`src/pmmu_pkg.sv`:
```
// Shared types and constants of the paging MMU.
// Used by pmmu_ctrl, pmmu_dp, paged_memory_lru_mmu and the testbench; depends on nothing.
package pmmu_pkg;

  localparam int DEF_NUM_PROCESSES = 4;
  localparam int DEF_NUM_FRAMES    = 8;
  localparam int DEF_DATA_WIDTH    = 16;

  localparam int PAGE_BITS  = 4;
  localparam int PAGES      = 16;
  localparam int OFFS_BITS  = 6;
  localparam int PAGE_WORDS = 64;
  localparam int AGE_W      = 5;
  localparam int PROC_W     = 2;
  localparam int ADDR_W     = 10;
  localparam int IO_DATA_W  = 16;
  localparam int OP_W       = 2;
  localparam int FRAME_POS  = 12;

  localparam logic [OP_W-1:0] OP_READ  = 2'd0;
  localparam logic [OP_W-1:0] OP_WRITE = 2'd1;
  localparam logic [OP_W-1:0] OP_CLEAR = 2'd2;
  localparam logic [OP_W-1:0] OP_NONE  = 2'd3;

  typedef struct packed {
    logic capture;
    logic lookup;
    logic tbl_vic;
    logic scan;
    logic pick;
    logic vframe;
    logic wback;
    logic load;
    logic install;
    logic access;
    logic clear;
    logic respond;
  } cmd_t;

  typedef struct packed {
    logic is_clear;
    logic is_nop;
    logic hit;
    logic free_found;
    logic vic_found;
    logic out_free;
  } sts_t;

endpackage

```
`src/pmmu_ctrl.sv`:
```
// Controller of the paging MMU: one-hot state machine and step counter.
// Drives pmmu_dp through pmmu_pkg::cmd_t; depends on pmmu_pkg.
module pmmu_ctrl #(
  parameter int NUM_PROCESSES = pmmu_pkg::DEF_NUM_PROCESSES,
  parameter int CNT_W         = 8
) (
  input  logic             clk_i,
  input  logic             rst_ni,
  input  logic             in_valid_i,
  output logic             in_stall_o,
  input  pmmu_pkg::sts_t   sts_i,
  output pmmu_pkg::cmd_t   cmd_o,
  output logic [CNT_W-1:0] cnt_o
);
  import pmmu_pkg::*;

  localparam int ENT = NUM_PROCESSES * PAGES;

  typedef enum logic [11:0] {
    S_IDLE    = 12'b000000000001,
    S_DECODE  = 12'b000000000010,
    S_LOOKUP  = 12'b000000000100,
    S_CLEAR   = 12'b000000001000,
    S_SCAN    = 12'b000000010000,
    S_PICK    = 12'b000000100000,
    S_VFRAME  = 12'b000001000000,
    S_WBACK   = 12'b000010000000,
    S_LOAD    = 12'b000100000000,
    S_INSTALL = 12'b001000000000,
    S_ACCESS  = 12'b010000000000,
    S_RESP    = 12'b100000000000
  } state_e;

  state_e           state_q, state_d;
  logic [CNT_W-1:0] cnt_q, cnt_d;

  always_comb begin
    state_d = state_q;
    cnt_d   = cnt_q + 1'b1;
    cmd_o   = '0;
    case (state_q)
      S_IDLE: begin
        cnt_d = '0;
        if (in_valid_i) begin
          cmd_o.capture = 1'b1;
          state_d       = S_DECODE;
        end
      end
      S_DECODE: begin
        cnt_d = '0;
        if (sts_i.is_clear) begin
          state_d = S_CLEAR;
        end else if (sts_i.is_nop) begin
          state_d = S_RESP;
        end else begin
          state_d = S_LOOKUP;
        end
      end
      S_LOOKUP: begin
        cmd_o.lookup = 1'b1;
        cnt_d        = '0;
        if (sts_i.hit) begin
          state_d = S_ACCESS;
        end else if (sts_i.free_found) begin
          state_d = S_LOAD;
        end else begin
          state_d = S_SCAN;
        end
      end
      S_CLEAR: begin
        cmd_o.clear = 1'b1;
        if (cnt_q == CNT_W'(ENT - 1)) begin
          state_d = S_RESP;
        end
      end
      S_SCAN: begin
        cmd_o.scan = 1'b1;
        if (cnt_q == CNT_W'(ENT)) begin
          state_d = S_PICK;
        end
      end
      S_PICK: begin
        cmd_o.pick    = 1'b1;
        cmd_o.tbl_vic = 1'b1;
        cnt_d         = '0;
        state_d       = sts_i.vic_found ? S_VFRAME : S_LOAD;
      end
      S_VFRAME: begin
        cmd_o.vframe = 1'b1;
        cnt_d        = '0;
        state_d      = S_WBACK;
      end
      S_WBACK: begin
        cmd_o.wback = 1'b1;
        if (cnt_q == CNT_W'(PAGE_WORDS)) begin
          cnt_d   = '0;
          state_d = S_LOAD;
        end
      end
      S_LOAD: begin
        cmd_o.load = 1'b1;
        if (cnt_q == CNT_W'(PAGE_WORDS)) begin
          state_d = S_INSTALL;
        end
      end
      S_INSTALL: begin
        cmd_o.install = 1'b1;
        state_d       = S_ACCESS;
      end
      S_ACCESS: begin
        cmd_o.access = 1'b1;
        state_d      = S_RESP;
      end
      S_RESP: begin
        if (sts_i.out_free) begin
          cmd_o.respond = 1'b1;
          state_d       = S_IDLE;
        end
      end
      default: begin
        state_d = S_IDLE;
      end
    endcase
  end

  always_ff @(posedge clk_i or negedge rst_ni) begin
    if (!rst_ni) begin
      state_q <= S_IDLE;
      cnt_q   <= '0;
    end else begin
      state_q <= state_d;
      cnt_q   <= cnt_d;
    end
  end

  assign in_stall_o = (state_q != S_IDLE);
  assign cnt_o      = cnt_q;

endmodule

```
`config.mk`:
```
export PLATFORM = sky130hd
export DESIGN_NAME = pmmu_ctrl
export DESIGN_NICKNAME = d
export VERILOG_FILES = /design/src/pmmu_pkg.sv /design/src/pmmu_ctrl.sv
export SDC_FILE = /design/constraint.sdc
export NUM_CORES = 1
export LEC_CHECK = 0
export ABC_AREA = 1
export CAP_MARGIN = 40
export CELL_PAD_IN_SITES_DETAIL_PLACEMENT = 1
export CELL_PAD_IN_SITES_GLOBAL_PLACEMENT = 2
export CORE_ASPECT_RATIO = 1.5
export CORE_UTILIZATION = 36
export DETAILED_ROUTE_END_ITERATION = 10
export DONT_BUFFER_PORTS = 1
export PLACE_DENSITY_LB_ADDON = 0.05
export REMOVE_ABC_BUFFERS = 1
export SLEW_MARGIN = 5
export SYNTH_ARGS = -nofsm -noshare
export SYNTH_HDL_FRONTEND = slang
export SYNTH_SLANG_ARGS = --single-unit
```
`constraint.sdc`:
```
create_clock -name clk_i -period 4.7 [get_ports clk_i]
set_clock_uncertainty 0.2 [all_clocks]
set_input_delay 0.235 -clock clk_i [delete_from_list [all_inputs] [get_ports clk_i]]
set_output_delay 0.235 -clock clk_i [all_outputs]
set_load 0.05 [all_outputs]
```
# Yosys cells after proc, flatten, opt, wreduce, memory -nomap -nowiden
# Cells that the tools add are included.
[op_classes]
muxes = 27
mul = 0
reduce_logical = 2
n_div = 0
addsub = 1
magnitude_cmp = 0
bitwise = 0
n_eq_ne = 21
shifts = 0
[op_table]
columns = ["op", "count"]
rows = [
  ["one-hot mux 12 bit (12 select lines)", 1],
  ["two-way mux 12 bit", 9],
  ["two-way mux 9 bit", 2],
  ["one-hot mux 8 bit (2 select lines)", 1],
  ["two-way mux 1 bit", 13],
  ["== test 12 x 1 -> 1 bit (second input constant)", 1],
  ["== test 12 x 10 -> 1 bit (second input constant)", 1],
  ["== test 12 x 11 -> 1 bit (second input constant)", 1],
  ["== test 12 bit (second input constant)", 1],
  ["== test 12 x 2 -> 1 bit (second input constant)", 1],
  ["== test 12 x 3 -> 1 bit (second input constant)", 1],
  ["== test 12 x 4 -> 1 bit (second input constant)", 1],
  ["== test 12 x 5 -> 1 bit (second input constant)", 1],
  ["== test 12 x 6 -> 1 bit (second input constant)", 1],
  ["== test 12 x 7 -> 1 bit (second input constant)", 1],
  ["== test 12 x 8 -> 1 bit (second input constant)", 1],
  ["== test 12 x 9 -> 1 bit (second input constant)", 1],
  ["inequality test 12 x 1 -> 1 bit (second input constant)", 1],
  ["inequality test 2 bit (second input constant)", 6],
  ["adder 8 x 1 -> 8 bit (second input constant)", 1],
  ["== test 8 x 6 -> 1 bit (second input constant)", 1],
  ["== test 8 x 7 -> 1 bit (second input constant)", 1],
  ["two-way mux 8 bit", 1],
  ["AND reduction 6 bit", 1],
  ["OR reduction 5 bit", 1],
]
[word_totals]
inputBits = 9
latchBits = 0
mem_count = 0
wordCells = 53
ramBits = 0
output_inout_bits = 21
register_bits = 20
mem_bits_ro = 0

# Longest topological paths before layout
# Gate-level depths: netlist (run 1).
[depth]
depth_word = 3
ltp_mapped = 12
ltp_nobuf = 12

# Worst setup path before layout (run 1)
# No wires, ideal clock.
[synth_path]
path_type = "reg2out"
start = "register state_q[9]"
end = "output port cmd_o[11] (netlist bit)"
t_required_ps = 4265
n_path_buf = 0
stages_incl_launch_ff = 6
setup_slack_ps = 2567
arrival_time_ps = 1698
path_cell_list = "dfrtp_1 -> nor2_4 -> nand2_4 -> nor2_4 -> nand2_2 -> nor2_1"
[synth_rtl]
columns = ["item", "line", "text"]
rows = [
  ["from (decl)", "pmmu_ctrl.sv:34", "state_e state_q, state_d;"],
  ["from (signal assigned)", "pmmu_ctrl.sv:131", "state_q <= state_d;"],
  ["to (decl)", "pmmu_ctrl.sv:12", "output pmmu_pkg::cmd_t cmd_o,"],
]

# Worst setup path in the final report (run 1)
[layout_path]
start = "register cnt_q[0] (netlist: cnt_o[0])"
end = "register state_q[4]"
[layout_between]
elab_chain_len = 3
word_cells_on_any_way = 7
classes_between = "eq/ne (6); reduce/logical (1)"
[layout_rtl]
columns = ["item", "line", "text"]
rows = [
  ["from (decl)", "pmmu_ctrl.sv:35", "logic [CNT_W-1:0] cnt_q, cnt_d;"],
  ["from (signal assigned)", "pmmu_ctrl.sv:132", "cnt_q <= cnt_d;"],
  ["== test 8 x 7 -> 1 bit or == test 8 x 6 -> 1 bit (tied branches)", "n/a", ""],
  ["inequality test 2 bit (no source line)", "n/a", ""],
  ["AND reduction 6 bit (no source line) (*)", "n/a", ""],
]
# Mark *: on every way between the ends. The rest lies on a longest branch, timed or not.
# A chain may end at the register's enable or synchronous reset.

==> results of run 1 <==
==> placed cells by master (no fill, tap or decap) <==
cell            n
nand3_1        16
nand3_2         1
a21oi_4         1
nor2_4          5
nor2_1         22
nand4_2         1
xor2_1          2
nand2_2         4
inv_1          37
buf_8           1
nand3b_1        1
ha_1            2
nand2_1        42
o21ai_1         3
dfrtp_1        19
a21oi_1         1
o21ai_0         5
xnor2_1         2
buf_4           1
nand4_1         1
nor3_1          8
clkbuf_8        4
nor2_2         13
dlygate4sd3_1   8
inv_2           4
nand2_4         2
dfstp_2         1
==> worst max-delay path, stage by stage (launching register included) <==
cell	delay (ns)
dfrtp_1	0.71
ha_1	0.28
nand2_1	0.07
nor2_2	0.16
nand3_1	0.12
nand3_1	0.12
nand2_1	0.07
inv_2	0.05
nand3_1	0.11
nand2_1	0.09
o21ai_1	0.06
dlygate4sd3_1	0.54
==> Yosys cell counts (all sizes together) <==
library cell,count
a21oi,2
nor2,40
nand4,2
buf,1
nand2,48
nor3,8
ha,2
o21ai,8
xor2,2
dfrtp,19
xnor2,2
nand3b,1
dfstp,1
nand3,17
inv,41
==> final cells by class <==
cell class              instances  area (µm²)
fillers                       472        2080
multi-input cells             132         703
flip-flops and latches         20         502
inverters                      41         154
repair buffers                 10         103
clock buffers                   4        55.1
well taps                      43        53.8
==> worst max-delay path by stage <==
stage                     from    endpoint  cells past startpoint
floorplan           state_q[9]   cmd_o[11]                      5
global placement    state_q[9]  state_q[8]                      9
detailed placement  state_q[1]  state_q[8]                      9
CTS                   cnt_o[0]  state_q[4]                     11
global route          cnt_o[0]  state_q[4]                     11
finish                cnt_o[0]  state_q[4]                     11
==> stage by stage <==
stage	instances	area (µm²)
finish	250	1570
CTS	249	1560
global route	250	1570
global placement	236	1410
floorplan	193	1360
detailed placement	237	1420
==> layer usage <==
layer | track usage (%) | vias to the layer above
met5 | 0 | -
met4 | 7.37 | 0
met3 | 4.51 | 9
met2 | 40.8 | 27
met1 | 20.3 | 592
li1 | - | 610
==> timing repair <==
| action | in CTS | in global routing |
|---|---|---|
| gates resized for setup | 0 | 0 |
| endpoints found under the hold margin | 25 | 0 |
| hold buffers | 8 | 0 |
==> power by group through the flow <==
stage,registers [mW],logic (mW),clock network [mW]
2_1_floorplan,0.271,0.296,0
3_3_place_gp,0.277,0.353,0
3_5_place_dp,0.279,0.365,0
4_1_cts,0.275,0.375,0.138
5_1_grt,0.280,0.410,0.144
6_report,0.275,0.370,0.135
==> cell families (layout without fill, tap and decap cells) <==
group	count (synthesis)	in the layout	synth area share (%)
simple gates	116	116	42.6
flops	20	20	36.7
xor+xnor	4	4	2.56
compound gates	10	10	4.49
buf+inv	42	55	11.8
fa+ha+maj	2	2	1.83
==> flip-flops by register name, summed over array words and instances (netlist names) <==
signal / flops
state_q: 12
cnt_o: 8
==> results.py, run 1 <==
metrics = {
    "run_status": {
        "status": "complete, no violations",
    },
    "global_route": {
        "remaining_global_route_overflow": 0,
        "via_count_of_the_first_global_routing_pass": 1396,
        "grt.total_usage_pct": 21.0,
        "wire_length_of_the_first_global_routing_pass_um": 6290,
        "grt_max_degree": 21,
        "antenna_violations_before_repair": 0,
    },
    "clock_tree": {
        "worstSkewPairLatency_ns": 0.26,
        "cts_buffer_depth": 2,
        "tritoncts": "built",
        "cts-buffers-inserted": 3,
        "cts_sinks": 20,
        "clk_pin_slew_worst_paths_ns": 0.08,
        "cts_root_buf": "clkbuf_8",
        "htreeDepth": 1,
        "post_cts_setup_bufs": 0,
    },
    "die": {
        "chip_height_um": 77.5,
        "effective_utilization_at_floorplan_pct": 37.4,
        "die_width_um": 52.3,
        "design.portCount": 30,
        "placeableCoreArea_um2": 3650,
        "rows": 27,
        "die_area_um2": 4050,
    },
    "setup_path": {
        "critPathMaxFanout": 5,
        "timing.setup.critical_path_class": "reg -> reg",
        "worstRegToRegCells": 11,
        "crit_path_end_kind": "flip-flop",
        "critPathLaunchType": "flip-flop",
        "timing.rr.start": "cnt_o[0]",
        "r2r_setup_slack_ns": 1.99,
        "cp.arrival_ns": 2.66,
        "rr_endpoint": "state_q[4]",
        "data_required_time_at_the_worst_endpoint_ns": 4.65,
    },
    "power": {
        "p_clk_share_pct": 17.3,
        "share_seq_of_total_power_pct": 35.2,
        "power_report.internal_total_uw": 386,
        "p_sw_share_pct": 50.5,
        "p_per_area_nw_per_um2": 497,
        "leakagePower_nw": 0.874,
        "switching_power_uw": 395,
        "power_uw": 781,
        "pwr-share-comb_pct": 47.5,
        "worst_ir_drop_vdd_mv": 0.392,
    },
    "place": {
        "gp_congestion": 0.771,
        "detailed_place_hpwl_um": 3070,
        "portBuffers": 0,
        "pre_cts_ws_ns": 2.33,
    },
    "detailed_routing": {
        "detail_route.first_pass.iterations": 4,
        "post_drt_via_cell_ratio": 4.95,
        "postRouteWirelength_um": 3700,
        "detail_route.drc_violations": 0,
        "wl_met1_um": 1350,
        "highest_layer": "met4",
        "detailroute.wirelength.met3_um": 151,
        "drt-initial-drc-count": 13,
        "route.vias.total": 1238,
        "ant_nets": 0,
        "routed_wire_length_per_instance_um": 14.8,
        "met2RoutedLength_um": 2110,
    },
    "min_path": {
        "hold_end": "state_q[10]",
        "timing.hold.worst.class": "in -> reg",
        "start_point_of_the_worst_min_delay_path": "sts_i[3]",
        "worst_hold_stages": 2,
    },
    "cells_and_area": {
        "num_antenna_cells": 0,
        "area_delta_synth_final_pct": 14.9,
        "final_core_util_pct": 43.0,
        "final_net_count": 219,
        "layout-drive-gt1-share_pct": 18.4,
    },
    "yosys": {
        "ys_ff_latch": 20,
        "synth.cell_area_um2": 1370,
        "netlist.top_cell.by_area": "dfrtp_1",
        "avgSynthCellArea_um2": 7.04,
        "post_synth_num_cell_types": 24,
        "synth.top_cell.area_share_pct": 34.8,
        "synth.top_cells.by_area": "dfrtp_1 (35%), nand2_1 (12%), inv_1 (10%), nor2_1 (6.0%), nor2_2 (6.0%)",
        "synth_sequential_area_ratio_pct": 36.7,
        "syn_inst": 194,
        "synth.yosys.warnings": 0,
    },
    "timing": {
        "fin_hold_ws_ns": 0.0225,
        "setup-tns-final_ns": 0,
        "report.final.setup_viol": 0,
        "tightest_slew_ns": 0.876,
        "timing_hold_violations_final": 0,
        "final-max-slew-violation-count": 0,
        "rsz0062_at_grt": "false",
        "period_share_pct": 57.7,
        "max_slew_margin_pct": 41.4,
        "max_clock_freq_mhz": 369,
        "min_period_ns": 2.71,
        "postLayoutSetupSlackWorst_ns": 1.99,
    },
    "flow_run": {
        "max-cap-violations": 0,
    },
}
Power figures use the tool's default switching activity.
==> inputs of run 2 (changes only) <==
CORE_UTILIZATION = 31   (was 36)
clock period = 2.3 ns   (was 4.7 ns; I/O delays follow)
==> results.py, run 2 (same netlist as run 1, synthesis figures left out) <==
metrics = {
    "timing": {
        "tightest_slew_ns": 0.532,
        "rsz0062_at_grt": "false",
        "max_slew_margin_pct": 64.4,
        "report.final.setup_viol": 0,
        "setup-tns-final_ns": 0,
        "min_period_ns": 2.03,
        "timing_hold_violations_final": 0,
        "final-max-slew-violation-count": 0,
        "fin_hold_ws_ns": 0.0625,
        "max_clock_freq_mhz": 493,
        "period_share_pct": 88.1,
    },
    "setup_path": {
        "crit_path_end": "cmd_o[11]",
        "timing.setup.critical_path_class": "reg -> out",
        "data_required_time_at_the_worst_endpoint_ns": 1.99,
        "rr_endpoint": "state_q[0]",
        "cp.arrival_ns": 1.71,
        "critPathLaunchType": "flip-flop",
        "worstSetupStartpoint": "state_q[4]",
        "r2r_setup_slack_ns": 0.34,
        "worstRegToRegCells": 10,
        "crit_path_end_kind": "output port",
        "critPathMaxFanout": 5,
        "timing.rr.start": "cnt_o[0]",
    },
    "die": {
        "rows": 29,
        "die_area_um2": 4680,
        "chip_height_um": 83.3,
        "design.portCount": 30,
        "die_width_um": 56.2,
        "effective_utilization_at_floorplan_pct": 32.2,
        "placeableCoreArea_um2": 4250,
    },
    "flow_run": {
        "max-cap-violations": 0,
    },
    "clock_tree": {
        "worstSkewPairLatency_ns": 0.26,
        "htreeDepth": 1,
        "clk_pin_slew_worst_paths_ns": 0.08,
        "post_cts_setup_bufs": 0,
        "ctsResizeCount": 0,
        "cts-buffers-inserted": 3,
        "cts_sinks": 20,
        "tritoncts": "built",
        "hold_buffers": 9,
        "cts_root_buf": "clkbuf_8",
        "cts_buffer_depth": 2,
    },
    "place": {
        "numPlacedInstances": 253,
        "portBuffers": 0,
        "gp_congestion": 0.826,
        "detailed_place_hpwl_um": 3160,
        "dpl-instance-area_um2": 1520,
    },
    "power": {
        "leakagePower_nw": 0.943,
        "pwr-share-comb_pct": 56.0,
        "p_per_area_nw_per_um2": 1000,
        "power_mw": 1.68,
        "share_seq_of_total_power_pct": 27.4,
        "p_clk_share_pct": 16.6,
        "switching_power_uw": 835,
        "worst_ir_drop_vdd_mv": 0.678,
        "p_sw_share_pct": 49.7,
        "power_report.internal_total_uw": 845,
    },
    "global_route": {
        "busiest_layer": "met2",
        "antenna_violations_before_repair": 0,
        "groute.layer.met2.usage_pct": 34.4,
        "remaining_global_route_overflow": 0,
        "via_count_of_the_first_global_routing_pass": 1401,
        "wire_length_of_the_first_global_routing_pass_um": 6690,
        "grt_max_degree": 21,
        "global_route_met1_utilization_pct": 20.6,
        "grt_util_met3_pct": 2.34,
        "grt.total_usage_pct": 18.3,
    },
    "run_status": {
        "status": "complete, no violations",
    },
    "cells_and_area": {
        "highest_count_cells_in_the_layout_ignoring_fill_and_taps": "nand2_1 (42), inv_1 (37), nor2_1 (22)",
        "num_antenna_cells": 0,
        "design_area_um2": 1680,
        "filler_cell_count": 546,
        "final_common_cell": "nand2_1",
        "max_flop_register": "state_q",
        "area_delta_synth_final_pct": 22.8,
        "layout-drive-gt1-share_pct": 23.1,
        "final_net_count": 233,
        "post_layout_nonfiller_instances": 267,
        "largest_register_ffs": 12,
    },
    "detailed_routing": {
        "detail_route.drc_violations": 0,
        "ant_nets": 0,
        "post_drt_via_cell_ratio": 4.76,
        "routed_wire_length_per_instance_um": 14.4,
        "detail_route.first_pass.iterations": 4,
        "route.vias.total": 1272,
        "postRouteWirelength_um": 3840,
        "drt-initial-drc-count": 17,
    },
    "min_path": {
        "timing.hold.worst.class": "in -> async",
    },
}
-- run 2: worst max-delay path: stages, from the launching register on --
cell,delay [ns]
dfrtp_1,0.41
nor2_1,0.14
nand2_2,0.13
nor2_4,0.16
nand2_2,0.07
buf_4,0.20
nor2_1,0.12
buf_4,0.21
-- run 2: area by class of cell --
cell class | count | area (µm²) | area share [%]
Sequential cell | 20 | 502 | 29.9
Tap cell | 46 | 57.6 | 3.43
Multi-Input combinational cell | 132 | 703 | 41.9
Inverter | 41 | 154 | 9.17
Clock buffer | 4 | 55.1 | 3.28
Timing Repair Buffer | 24 | 206 | 12.3
-- run 2: worst min path at each step --
stage | from | to | cells past startpoint
after global routing | rst_ni | cnt_o[0] | 1
after CTS | sts_i[5] | state_q[2] | 2
final | rst_ni | state_q[11] | 1
after detailed placement | rst_ni | state_q[9] | 0
after floorplan | rst_ni | cnt_o[0] | 0
after global placement | rst_ni | state_q[10] | 0
-- run 2: metal layers --
metal / routed length (µm) / vias up
met5: 0 / -
met4: 67 / 0
met1: 1510 / 604
met2: 2170 / 23
li1: - / 638
met3: 92 / 7
-- run 2: power by group through the flow --
stage               sequential, mW  combinational [mW]  clock [mW]
floorplan                    0.554               0.604           0
global placement             0.463               0.907           0
detailed placement           0.467               0.937           0
CTS                          0.460               0.961       0.291
global route                 0.468                1.03       0.302
finish                       0.460               0.942       0.278
-- run 2: per-stage QoR --
step	util, %	setup WS [ns]
2_1_floorplan	-	0.228
3_3_place_gp	35.8	0.326
3_5_place_dp	35.8	0.276
4_1_cts	39.3	0.253
5_1_grt	39.5	0.142
6_report	39.5	0.274
